$ cat src/rtl/core/console_line_editor_unit_defines.svh
// ----------------------------------------------------------------------------
// Console line editor - assertion macros
// Shared property wrappers for the line editor RTL.
// ----------------------------------------------------------------------------
`ifndef CONSOLE_LINE_EDITOR_UNIT_DEFINES_SVH
`define CONSOLE_LINE_EDITOR_UNIT_DEFINES_SVH

// same-cycle implication
`define CLE_ASSERT_IMP(lbl, clk, rst, ante, cons, msg) \
   lbl: assert property (@(posedge clk) disable iff (rst) (ante) |-> (cons)) else $error(msg);

// next-cycle implication
`define CLE_ASSERT_NXT(lbl, clk, rst, ante, cons, msg) \
   lbl: assert property (@(posedge clk) disable iff (rst) (ante) |=> (cons)) else $error(msg);

`endif

$ cat src/rtl/core/cle_pkg.sv
// ----------------------------------------------------------------------------
// Console line editor package
// Sizes, character codes, result kinds and shared types.
// ----------------------------------------------------------------------------
package cle_pkg;

   localparam int LINE_CAPACITY = 4096;
   localparam int ADDR_W        = $clog2(LINE_CAPACITY);
   localparam int LEN_W         = $clog2(LINE_CAPACITY + 1);
   localparam int WANT_W        = 7;
   localparam int MAX_READ      = 64;

   localparam logic [7:0] CH_CR  = 8'h0D;
   localparam logic [7:0] CH_LF  = 8'h0A;
   localparam logic [7:0] CH_BS  = 8'h08;
   localparam logic [7:0] CH_DEL = 8'h7F;
   localparam logic [7:0] CH_SP  = 8'h20;

   localparam logic CMD_RX   = 1'b0;
   localparam logic CMD_READ = 1'b1;

   localparam logic [1:0] KIND_ECHO      = 2'd0;
   localparam logic [1:0] KIND_LINE      = 2'd1;
   localparam logic [1:0] KIND_NOT_READY = 2'd2;
   localparam logic [1:0] KIND_REFUSED   = 2'd3;

   typedef enum logic [1:0] {
      ST_IDLE,
      ST_SEND,
      ST_RD_ISSUE,
      ST_RD_EMIT
   } cle_state_type;

   typedef enum logic [2:0] {
      MSG_PLAIN,
      MSG_NEWLINE,
      MSG_ERASE,
      MSG_REFUSE,
      MSG_NOLINE
   } cle_msg_type;

   typedef struct packed {
      logic [1:0] kind;
      logic [7:0] data;
      logic       last;
   } cle_beat_type;

   typedef struct packed {
      logic              wr_en;
      logic [ADDR_W-1:0] wr_addr;
      logic [7:0]        wr_data;
      logic              rd_en;
      logic [ADDR_W-1:0] rd_addr;
   } cle_ram_req_type;

   function automatic cle_beat_type msg_beat(cle_msg_type msg, logic [7:0] ch,
                                             logic [1:0] step);
      cle_beat_type b;
      b.kind = KIND_ECHO;
      b.data = 8'h00;
      b.last = 1'b1;
      case (msg)
         MSG_PLAIN: begin
            b.data = ch;
         end
         MSG_NEWLINE: begin
            b.data = (step == 2'd0) ? CH_CR : CH_LF;
            b.last = (step != 2'd0);
         end
         MSG_ERASE: begin
            b.data = (step == 2'd1) ? CH_SP : CH_BS;
            b.last = (step == 2'd2);
         end
         MSG_NOLINE: begin
            b.kind = KIND_NOT_READY;
         end
         default: begin
            b.kind = KIND_REFUSED;
         end
      endcase
      return b;
   endfunction

endpackage

$ cat src/rtl/core/cle_seq.sv
// ----------------------------------------------------------------------------
// Line editor sequencer
// Edits bytes into the line store, echoes, and streams completed lines out.
// ----------------------------------------------------------------------------
`include "console_line_editor_unit_defines.svh"

module cle_seq (
   input  logic                      clock,
   input  logic                      reset,
   input  logic                      req_valid,
   output logic                      req_ready,
   input  logic                      req_cmd,
   input  logic [7:0]                req_rx_byte,
   input  logic [cle_pkg::WANT_W-1:0] req_want,
   output logic                      rsp_valid,
   input  logic                      rsp_ready,
   output logic [1:0]                rsp_kind,
   output logic [7:0]                rsp_data,
   output logic                      rsp_last,
   output cle_pkg::cle_ram_req_type  ram_req,
   input  logic [7:0]                ram_rd_data
);
   import cle_pkg::*;

   cle_state_type     state_ff, state_in;
   logic [LEN_W-1:0]  len_ff, len_in;
   logic [LEN_W-1:0]  pos_ff, pos_in;
   logic              done_ff, done_in;
   cle_msg_type       msg_ff, msg_in;
   logic [7:0]        ch_ff, ch_in;
   logic [1:0]        step_ff, step_in;
   logic [WANT_W-1:0] rem_ff, rem_in;
   logic              rsp_valid_ff, rsp_valid_in;
   logic [1:0]        rsp_kind_ff, rsp_kind_in;
   logic [7:0]        rsp_data_ff, rsp_data_in;
   logic              rsp_last_ff, rsp_last_in;

   logic              out_free;
   logic [7:0]        ch;
   logic              is_erase;
   logic [LEN_W-1:0]  len_inc;
   logic [WANT_W-1:0] want_c;
   logic [LEN_W-1:0]  avail;
   logic [WANT_W-1:0] got;
   cle_beat_type      beat;
   logic              load;
   cle_beat_type      load_beat;

   assign out_free = !rsp_valid_ff || rsp_ready;
   assign ch       = (req_rx_byte == CH_CR) ? CH_LF : req_rx_byte;
   assign is_erase = (ch == CH_BS) || (ch == CH_DEL);
   assign len_inc  = len_ff + LEN_W'(1);
   assign want_c   = (req_want > WANT_W'(MAX_READ)) ? WANT_W'(MAX_READ) : req_want;
   assign avail    = len_ff - pos_ff;
   assign got      = (avail < LEN_W'(want_c)) ? avail[WANT_W-1:0] : want_c;
   assign beat     = msg_beat(msg_ff, ch_ff, step_ff);

   // next state
   always_comb begin
      state_in = state_ff;
      case (state_ff)
         ST_IDLE: begin
            if (req_valid) begin
               if (req_cmd == CMD_RX) begin
                  if (done_ff || !is_erase || (len_ff != '0)) begin
                     state_in = ST_SEND;
                  end
               end else if (req_want != '0) begin
                  state_in = done_ff ? ST_RD_ISSUE : ST_SEND;
               end
            end
         end
         ST_SEND: begin
            if (out_free && beat.last) begin
               state_in = ST_IDLE;
            end
         end
         ST_RD_ISSUE: begin
            state_in = ST_RD_EMIT;
         end
         ST_RD_EMIT: begin
            if (out_free) begin
               state_in = (rem_ff == '0) ? ST_IDLE : ST_RD_ISSUE;
            end
         end
         default: begin
            state_in = ST_IDLE;
         end
      endcase
   end

   // outputs and datapath
   always_comb begin
      req_ready = (state_ff == ST_IDLE);
      ram_req   = '0;
      len_in    = len_ff;
      pos_in    = pos_ff;
      done_in   = done_ff;
      msg_in    = msg_ff;
      ch_in     = ch_ff;
      step_in   = step_ff;
      rem_in    = rem_ff;
      load      = 1'b0;
      load_beat = beat;
      case (state_ff)
         ST_IDLE: begin
            step_in = 2'd0;
            if (req_valid) begin
               if (req_cmd == CMD_RX) begin
                  if (done_ff) begin
                     msg_in = MSG_REFUSE;
                  end else if (is_erase) begin
                     msg_in = MSG_ERASE;
                     if (len_ff != '0) begin
                        len_in = len_ff - LEN_W'(1);
                     end
                  end else begin
                     ram_req.wr_en   = 1'b1;
                     ram_req.wr_addr = len_ff[ADDR_W-1:0];
                     ram_req.wr_data = ch;
                     len_in          = len_inc;
                     ch_in           = ch;
                     msg_in          = (ch == CH_LF) ? MSG_NEWLINE : MSG_PLAIN;
                     if ((ch == CH_LF) || (len_inc == LEN_W'(LINE_CAPACITY))) begin
                        done_in = 1'b1;
                        pos_in  = '0;
                     end
                  end
               end else begin
                  msg_in = MSG_NOLINE;
                  rem_in = got;
               end
            end
         end
         ST_SEND: begin
            if (out_free) begin
               load    = 1'b1;
               step_in = step_ff + 2'd1;
            end
         end
         ST_RD_ISSUE: begin
            ram_req.rd_en   = 1'b1;
            ram_req.rd_addr = pos_ff[ADDR_W-1:0];
            pos_in          = pos_ff + LEN_W'(1);
            rem_in          = rem_ff - WANT_W'(1);
         end
         ST_RD_EMIT: begin
            load_beat.kind = KIND_LINE;
            load_beat.data = ram_rd_data;
            load_beat.last = (rem_ff == '0);
            if (out_free) begin
               load = 1'b1;
               if ((rem_ff == '0) && (pos_ff >= len_ff)) begin
                  done_in = 1'b0;
                  len_in  = '0;
                  pos_in  = '0;
               end
            end
         end
         default: begin
         end
      endcase
      rsp_valid_in = load || (rsp_valid_ff && !rsp_ready);
      rsp_kind_in  = load ? load_beat.kind : rsp_kind_ff;
      rsp_data_in  = load ? load_beat.data : rsp_data_ff;
      rsp_last_in  = load ? load_beat.last : rsp_last_ff;
   end

   always_ff @(posedge clock) begin
      if (reset) begin
         state_ff     <= ST_IDLE;
         len_ff       <= '0;
         pos_ff       <= '0;
         done_ff      <= 1'b0;
         rsp_valid_ff <= 1'b0;
      end else begin
         state_ff     <= state_in;
         len_ff       <= len_in;
         pos_ff       <= pos_in;
         done_ff      <= done_in;
         rsp_valid_ff <= rsp_valid_in;
      end
   end

   always_ff @(posedge clock) begin
      msg_ff      <= msg_in;
      ch_ff       <= ch_in;
      step_ff     <= step_in;
      rem_ff      <= rem_in;
      rsp_kind_ff <= rsp_kind_in;
      rsp_data_ff <= rsp_data_in;
      rsp_last_ff <= rsp_last_in;
   end

   assign rsp_valid = rsp_valid_ff;
   assign rsp_kind  = rsp_kind_ff;
   assign rsp_data  = rsp_data_ff;
   assign rsp_last  = rsp_last_ff;

   `CLE_ASSERT_IMP(a_pos_in_line, clock, reset, 1'b1, pos_ff <= len_ff, "read position past line end")
   `CLE_ASSERT_IMP(a_len_bound, clock, reset, 1'b1, len_ff <= LEN_W'(LINE_CAPACITY), "line length over capacity")
   `CLE_ASSERT_IMP(a_done_nonempty, clock, reset, done_ff, len_ff != '0, "completed line is empty")
   `CLE_ASSERT_IMP(a_full_is_done, clock, reset, len_ff == LEN_W'(LINE_CAPACITY), done_ff, "full line not completed")
   `CLE_ASSERT_NXT(a_issue_then_emit, clock, reset, state_ff == ST_RD_ISSUE, state_ff == ST_RD_EMIT, "read issue not followed by emit")

endmodule

$ cat config.mk
export PLATFORM = sky130hd
export DESIGN_NAME = cle_seq
export DESIGN_NICKNAME = d
export VERILOG_FILES = /design/src/rtl/core/cle_pkg.sv /design/src/rtl/core/cle_seq.sv
export VERILOG_INCLUDE_DIRS = /design/src /design/src/rtl/core
export SDC_FILE = /design/constraint.sdc
export NUM_CORES = 1
export LEC_CHECK = 0
export BUFFER_PORTS_ARGS = -buffer_cell sky130_fd_sc_hd__clkbuf_2
export CAP_MARGIN = 20
export CELL_PAD_IN_SITES_DETAIL_PLACEMENT = 0
export CELL_PAD_IN_SITES_GLOBAL_PLACEMENT = 1
export CORE_MARGIN = 1
export CORE_UTILIZATION = 44
export CTS_CLUSTER_DIAMETER = 150
export DETAILED_ROUTE_END_ITERATION = 16
export PLACE_DENSITY_LB_ADDON = 0.1
export SYNTH_ARGS = -nofsm -noshare
export SYNTH_HDL_FRONTEND = slang
export SYNTH_SLANG_ARGS = --single-unit
$ cat constraint.sdc
create_clock -name clock -period 3.9 [get_ports clock]
set_input_delay 0.39 -clock clock [delete_from_list [all_inputs] [get_ports clock]]
set_output_delay 0.39 -clock clock [all_outputs]
set_load 0.005 [all_outputs]
==> results of run 1 <==
## final timing paths
path | from | end | slack, ps
worst max-delay path | len_ff[0] | rem_ff[2] | 240
worst min-delay path | req_rx_byte[6] | ch_ff[6] | 270
worst max register to register | len_ff[0] | rem_ff[2] | 240
worst min register to register | pos_ff[8] | pos_ff[8] | 490
## stage by stage
step	hold slack [ps]	power, W	std cells
5_1_grt	270	0.00193	799
6_report	273	0.00185	799
4_1_cts	269	0.00185	798
2_1_floorplan	450	0.000955	599
3_3_place_gp	471	0.00104	782
3_5_place_dp	478	0.00105	782
## layout by cell type (no fill, tap or decap), types with 26 or more instances in the layout
master,count
and3_1,26
clkbuf_2,74
edfxtp_1,31
o21ai_0,36
ha_1,29
inv_1,26
a21oi_1,44
dfxtp_1,30
nand2_1,49
nor2_1,57
## per-layer routing
| metal | global-route usage (%) | vias to the layer above | part of all wire (%) |
|---|---|---|---|
| met4 | 8.30 | 0 | 1.4 |
| met1 | 32.6 | 2227 | 45 |
| met5 | 0 | - | 0 |
| met3 | 4.12 | 19 | 5.9 |
| met2 | 40.3 | 164 | 47 |
| li1 | - | 2356 | - |
## flip-flops by register name (all words and copies together), names as in the netlist
name       count
done_ff        1
pos_ff        13
len_ff        13
rem_ff         7
rsp_valid      1
step_ff        2
state_ff       2
rsp_last       1
rsp_kind       2
ch_ff          8
rsp_data       8
msg_ff         3
## what timing repair did
action | CTS | global route
gates resized for setup | 0 | 0
endpoints found under the setup margin | 0 | 2
setup buffers | 0 | 1
## cells by family (layout without fill, tap and decap cells)
kind of cell	count (synthesis)	count (layout)	synth area share, %
buffers and inverters	69	129	5.97
adder cells (fa/ha/maj)	30	30	7.61
AND/OR/NAND/NOR	235	235	24.9
XOR/XNOR	13	13	2.26
AO/OA/AOI/OAI	180	180	26.6
multiplexers	11	11	2.21
flip-flops	61	61	30.5
## cell usage after synthesis (7+ instances only)
cell type,instances,area share [%]
nor2_1,57,4.3
nand2_1,49,3.7
a21oi_1,44,4.4
o21ai_0,36,3.6
edfxtp_1,31,19
clkbuf_1,30,2.2
dfxtp_1,30,12
ha_1,29,7.2
and3_1,26,3.2
inv_1,26,1.9
nand3_1,20,2.0
a31oi_1,16,2.0
nor3_1,16,1.6
and2_1,12,1.5
a211oi_1,10,1.5
mux2i_1,10,2.0
nand2b_1,9,1.1
nand4_1,8,1.0
or3_1,7,0.87
xnor2_1,7,1.2
## power by group
group / total, W / switching [W] / internal [W]
logic: 0.000321 / 0.000193 / 0.000129
clock network: 0.000808 / 0.000313 / 0.000495
registers: 0.000725 / 0.0000181 / 0.000707
## worst max-delay path: stages (launching register included)
cell and delay (ps):
dfxtp_1 330, inv_1 120, ha_1 250, fa_1 410, nand2b_1 180, a21oi_1 220
a21o_1 150, a21oi_1 70, xnor2_1 160, ha_1 230, a2111oi_2 210, o2111ai_1 260
a211oi_4 310, buf_4 200, a31oi_1 90, a2bb2oi_1 160
## area by class of cell
class                   instances  area, sq um
clock inverters                 7         73.8
fillers                      1081         5210
well taps                     140          175
flip-flops and latches         61         1530
multi-input cells             469         3200
clock buffers                   9          225
inverters                      26         97.6
repair buffers                 87          468
==> flow_results.org, run 1 <==
** STA
- Across the routed clock network, the largest skew measured is between 7 and 8 ps.
- The number of pins exceeding their max-slew limit in the final report is 0.
- Setup repair after global routing left no endpoint under its margin.
- At the pin with the least slew margin, the transition time is between 900 and 1000 ps.
- Fin crit period :: ~3700 ps
- Smallest setup slack after layout :: between 200 and 250 ps
- Adding up every negative setup slack in the final design gives 0 ps.
- Number of failing hold endpoints at the final stage :: 0
- Worst slew slack as a fraction of its limit :: 35.5%
- Setup violations remaining at the end of the flow were counted as 0.
- Share of the clock period used by the worst path after layout :: a little over nine tenths
- Max Clk Rate :: between 200 and 300 MHz

** Finish
- Cells with a size suffix above 1 make up around a fifth of the layout.
- Once layout is done, the placed cells without fillers occupy ~5800 sq um.
- For this run, the share of the core covered by cells in the final layout is between 50% and 60%.
- Diodes inserted :: 0
- Final-stage net count :: roughly 710
- Compared with the post-synthesis result, the final layout area differs by 14.8%.

** Synth
- The Yosys step of the flow raised 0 warnings.
- For this run, the leading register cell type out of synthesis is edfxtp_1.
- Counting flops with a built-in enable in the synthesized netlist gives 31.
- The synthesized design contains ~60 register bits.
- The netlist uses between 80 and 90 different library cells.
- Mapped Nets :: ~660
- Dividing the synthesized area by the synthesized cell count gives 8.39 sq um.
- In the synthesized netlist, the number of instances is 599.
- In this run the cell area of the synthesized design comes to ~5000 sq um.
- Summing the sequential cell areas from Yosys gives 30.5% of the chip area.
- Share of flip-flops with an asynchronous set or reset after synthesis :: 0%

** Setup path
- Crit path required time :: just under 4000 ps
- Critical path class :: reg -> reg
- CP Capture Type :: flop
- Kind of start point of the critical path :: flop
- Critical path data arrival time :: 3700 ps
- Critical path peak fanout :: 8
- For the worst flop-to-flop path, the logic depth is 15.

** Detailed routing
- Dividing the detail-routed via count by the number of cells gives slightly below 6.
- The first routing iteration left roughly 370 violations.
- Summing over every cut layer, the via total after detailed routing is 4,766.
- After detailed routing, the total wire length is 13,900 um.
- Total DRC errors in the routed layout :: 0
- Before antenna repair, the detailed router went through 7 iterations.
- In this run the remaining antenna-violating nets after routing total 0.
- After detailed routing, the average wire length per cell comes to around 17 um.

** Global route
- The number of antenna violations at the first check in global routing was 0.
- Wire length of the first global-routing pass :: 22,500 um
- The via count of the first global-routing pass came to 4,446.
- Pin count of the biggest net entering global routing :: 30
- Final global-route overflow total :: 0
- GR Util All Layers :: approximately a quarter

** Placement
- HPWL after DPL :: between 10,000 and 15,000 um
- Quantity of I/O buffers inserted on ports :: between 70 and 80
- Global placer's final weighted congestion :: roughly 0.90
- Prior to clock tree synthesis, the placed netlist has a worst setup slack of approximately 280 ps.
- After detailed placement, the total cell area comes to ~5500 sq um.

** Clock network
- Cts bufs inserted :: 9
- After clock tree synthesis, the clock-pin slew on the worst setup and hold paths is 60 ps.
- The clock tree synthesis step divided the H-tree into 3 levels.
- Clock latency on the worst-skew pair, taken at its later pin, is between 300 and 400 ps.
- In this run the deepest clock path goes through 2 buffers.
- Clock tree synthesis selected as its root buffer the cell clkbuf_16.
- Hold-fix buffers at CTS :: 0
- CTS sink count :: 61
- TritonCTS built the clock tree.

** Floorplan
- Once the floorplan was initialized, standard cells occupied roughly 46% of the core.
- Core Region :: 11,000 sq um
- Chip width :: 109 um
- Number of top-level pins :: between 70 and 80
- After floorplanning, the core was divided into 38 placement rows.
- Area enclosed by the die boundary :: 11,900 sq um
- The floorplan step set the die height to about 110 um.

** Worst hold path
- Worst min-delay path category :: in -> reg
- Worst Hold Path Cells :: 1

** Run
- Max-capacitance violation count :: 0

** Pwr
- Max rail drop VDD :: approximately 0.23 mV
- Power spread over the standard cell area amounts to 321 nW/um^2.
- Summed over all cells, the static leakage comes to 2.40 nW.

** Outcome
- The run finished with clean final reports.
Power figures use the tool's default switching activity.
==> run 2: changes to the inputs <==
Settings changed: GPL_TIMING_DRIVEN set to 0.
==> flow_results.org, run 2 (synthesis results as in run 1) <==
** STA
- Worst slack on hold paths :: approximately 270 ps
- The number of failing hold endpoints at the final stage was 0.
- Share of the clock period used by the worst path after layout :: 94.9%
- Fin crit period :: around 3700 ps
- At the pin with the least slew margin, the transition time is around 960 ps.
- Final Slew Violations :: 0
- Worst slew slack as a fraction of its limit :: between 30% and 40%
- Unrepaired setup endpoints after global routing :: false
- Adding up every negative setup slack in the final design gives 0 ps.
- Number of setup violations in the final report :: 0
- Smallest setup slack after layout :: 197 ps
- Based on the critical path, the design can be clocked at up to 270 MHz.
- Worst-case clock skew :: roughly 12 ps

** Finish
- Diodes inserted :: 0
- Compared with the post-synthesis result, the final layout area differs by 17.6%.
- Commonest non-fill, non-tap cells in the layout :: clkbuf_2 (74), nor2_1 (57), nand2_1 (49), a21oi_1 (43), o21ai_0 (36)
- Share of layout cells above drive strength 1 :: about a fifth
- Final-stage net count :: approximately 750
- Leading cell type in the layout, fill and taps excluded :: clkbuf_2
- In the final layout, the registers with the most flip-flops are len_ff: 13 flops, pos_ff: 13 flops.

** Clock network
- Buffer cell driving the clock tree root :: clkbuf_16
- TritonCTS built the clock tree.
- Clock transition at the registers of the reported paths :: approximately 60 ps
- Worst-Skew Late Latency :: between 300 and 400 ps
- Maximum count of clock buffers along a single path :: 2
- CTS sink count :: just over 60
- Number of levels in the clock H-tree :: 3
- Cts bufs inserted :: 9

** Setup path
- In this run the critical register-to-register path is launched from len_ff[0].
- The worst register-to-register path ends at rem_ff[2].
- CP Capture Type :: flop
- Data arrives at the worst endpoint at about 3800 ps.
- Setup slack on the worst flop-to-flop path :: roughly 200 ps
- For the worst setup path, the data required time is approximately 4000 ps.
- Of all nets on the critical path, the largest fanout is 7.
- STA classifies the critical path startpoint as a flop.
- Counting cells, the worst reg-to-reg path comes to 15.
- By startpoint and endpoint, the worst setup path is classified as reg -> reg.

** Outcome
- The run finished with clean final reports.

** Floorplan
- 75 I/O pins were placed.
- The die is 109 um wide.
- Number of core rows :: 38
- The floorplan step defined a die boundary enclosing ~12,000 sq um.
- Die height :: approximately 110 um
- Core Region :: about 11,000 sq um
- Initial cell density of the core :: a little under half

** Global route
- The via count of the first global-routing pass came to between 4,000 and 5,000.
- GR Util All Layers :: between 20% and 30%
- Pin count of the biggest net entering global routing :: 14
- Initial antenna violation count :: 0
- Final global-route overflow total :: 0
- The first global-routing pass estimated ~23,000 um of wire.

** Pwr
- Power density of the placed cells :: approximately 310 nW/um^2
- The internal portion of the total power is between 0.001 and 0.0015 W.
- Total power :: ~0.0018 W
- Total net switching power :: about 0.00055 W
- Combinational logic burns around a fifth of the power.
- Max rail drop VDD :: roughly 0.19 mV
- The analysis attributes to cell leakage a power of 2.44 nW.
- Share of total power in the clock network :: a little over two fifths
- In this run, flip-flops and latches consume between 30% and 40% of the power.
- Switching share of power :: 30.2%

** Detailed routing
- Ratio of routed vias to standard cells :: between 5 and 6
- Routed wire length :: roughly 15,000 um
- Detailed routing inserted a total of 4,929 vias.
- First-iteration detailed-routing DRC count :: roughly 380
- Once detail routing completed, the nets flagged for antenna violations numbered 0.
- For this run, design rule violations remaining after detail routing come to 0.
- The first TritonRoute pass finished after 5 iterations.
- DR WL/cell :: about 18 um

** Worst hold path
- Worst hold path startpoint :: req_cmd
- Worst Hold Path Cells :: 1
- The worst hold path terminates at msg_ff[2].
- The worst hold path belongs to the class in -> reg.

** Placement
- Detailed placement finished with a half-perimeter wire length of roughly 11,000 um.
- Port buffering added 74 buffers.
- Setup slack at placement :: -124 ps
- Global placer's final weighted congestion :: slightly above 0.9

** Run
- The tool flagged a number of max-cap violations equal to 0.
run 2: area by class of cell:
class / instances / area, sq um
Tap cell: 140 / 175
Clock buffer: 9 / 225
Fill cell: 1048 / 5070
Buffer: 43 / 203
Clock inverter: 7 / 58.8
Inverter: 26 / 101
Sequential cell: 61 / 1540
Timing Repair Buffer: 77 / 393
Multi-Input combinational cell: 469 / 3220
run 2: power by group through the flow:
stage | clock, W | combinational (W) | sequential (W)
after floorplan | 0 | 0.000222 | 0.000733
after global placement | 0 | 0.000313 | 0.000736
after detailed placement | 0 | 0.000319 | 0.000738
after CTS | 0.000781 | 0.000333 | 0.000724
after global routing | 0.000813 | 0.000377 | 0.000726
final | 0.000771 | 0.000341 | 0.000724
run 2: stage by stage:
step / std cells / cell area (sq um) / util, %
after floorplan: 599 / 5030 / -
after global placement: 813 / 5570 / 50.8
after detailed placement: 813 / 5570 / 50.8
after CTS: 831 / 5880 / 53.5
after global routing: 832 / 5910 / 53.8
final: 832 / 5910 / 53.8
run 2: what timing repair did:
action / CTS / global route
gates resized for setup: 2 / 5
endpoints found under the hold margin: 0 / 0
hold buffers: 0 / 0
buffers inserted: 2 / 1
pin swaps: 1 / 1
setup endpoints to repair: 7 / 7
run 2: worst max-delay path by stage:
stage | slack [ps] | endpoint | cells after the start | from
after floorplan | 510 | rem_ff[5] | 14 | len_ff[0]
after global placement | -70 | rem_ff[1] | 14 | len_ff[0]
after detailed placement | -120 | rem_ff[5] | 14 | len_ff[0]
after CTS | 10 | rem_ff[2] | 15 | len_ff[0]
after global routing | 30 | rem_ff[2] | 15 | len_ff[0]
final | 200 | rem_ff[2] | 15 | len_ff[0]
run 2: critical path: stages (launching register included):
cell        delay (ps)
dfxtp_4            400
clkinvlp_4         140
ha_1               250
fa_1               400
nand2b_1           200
a21oi_2            180
a21o_1             130
a21oi_1             70
xnor2_1            170
ha_1               280
a2111oi_4          240
o2111ai_2          220
a211oi_4           270
buf_4              210
a31oi_1             90
a2bb2oi_1          160
run 2: layer usage:
metal	up-vias	routed length, um	track usage [%]
met1	2346	6830	33.9
met4	0	373	12.0
li1	2419	-	-
met3	27	707	4.54
met5	-	0	0
met2	137	6760	40.5
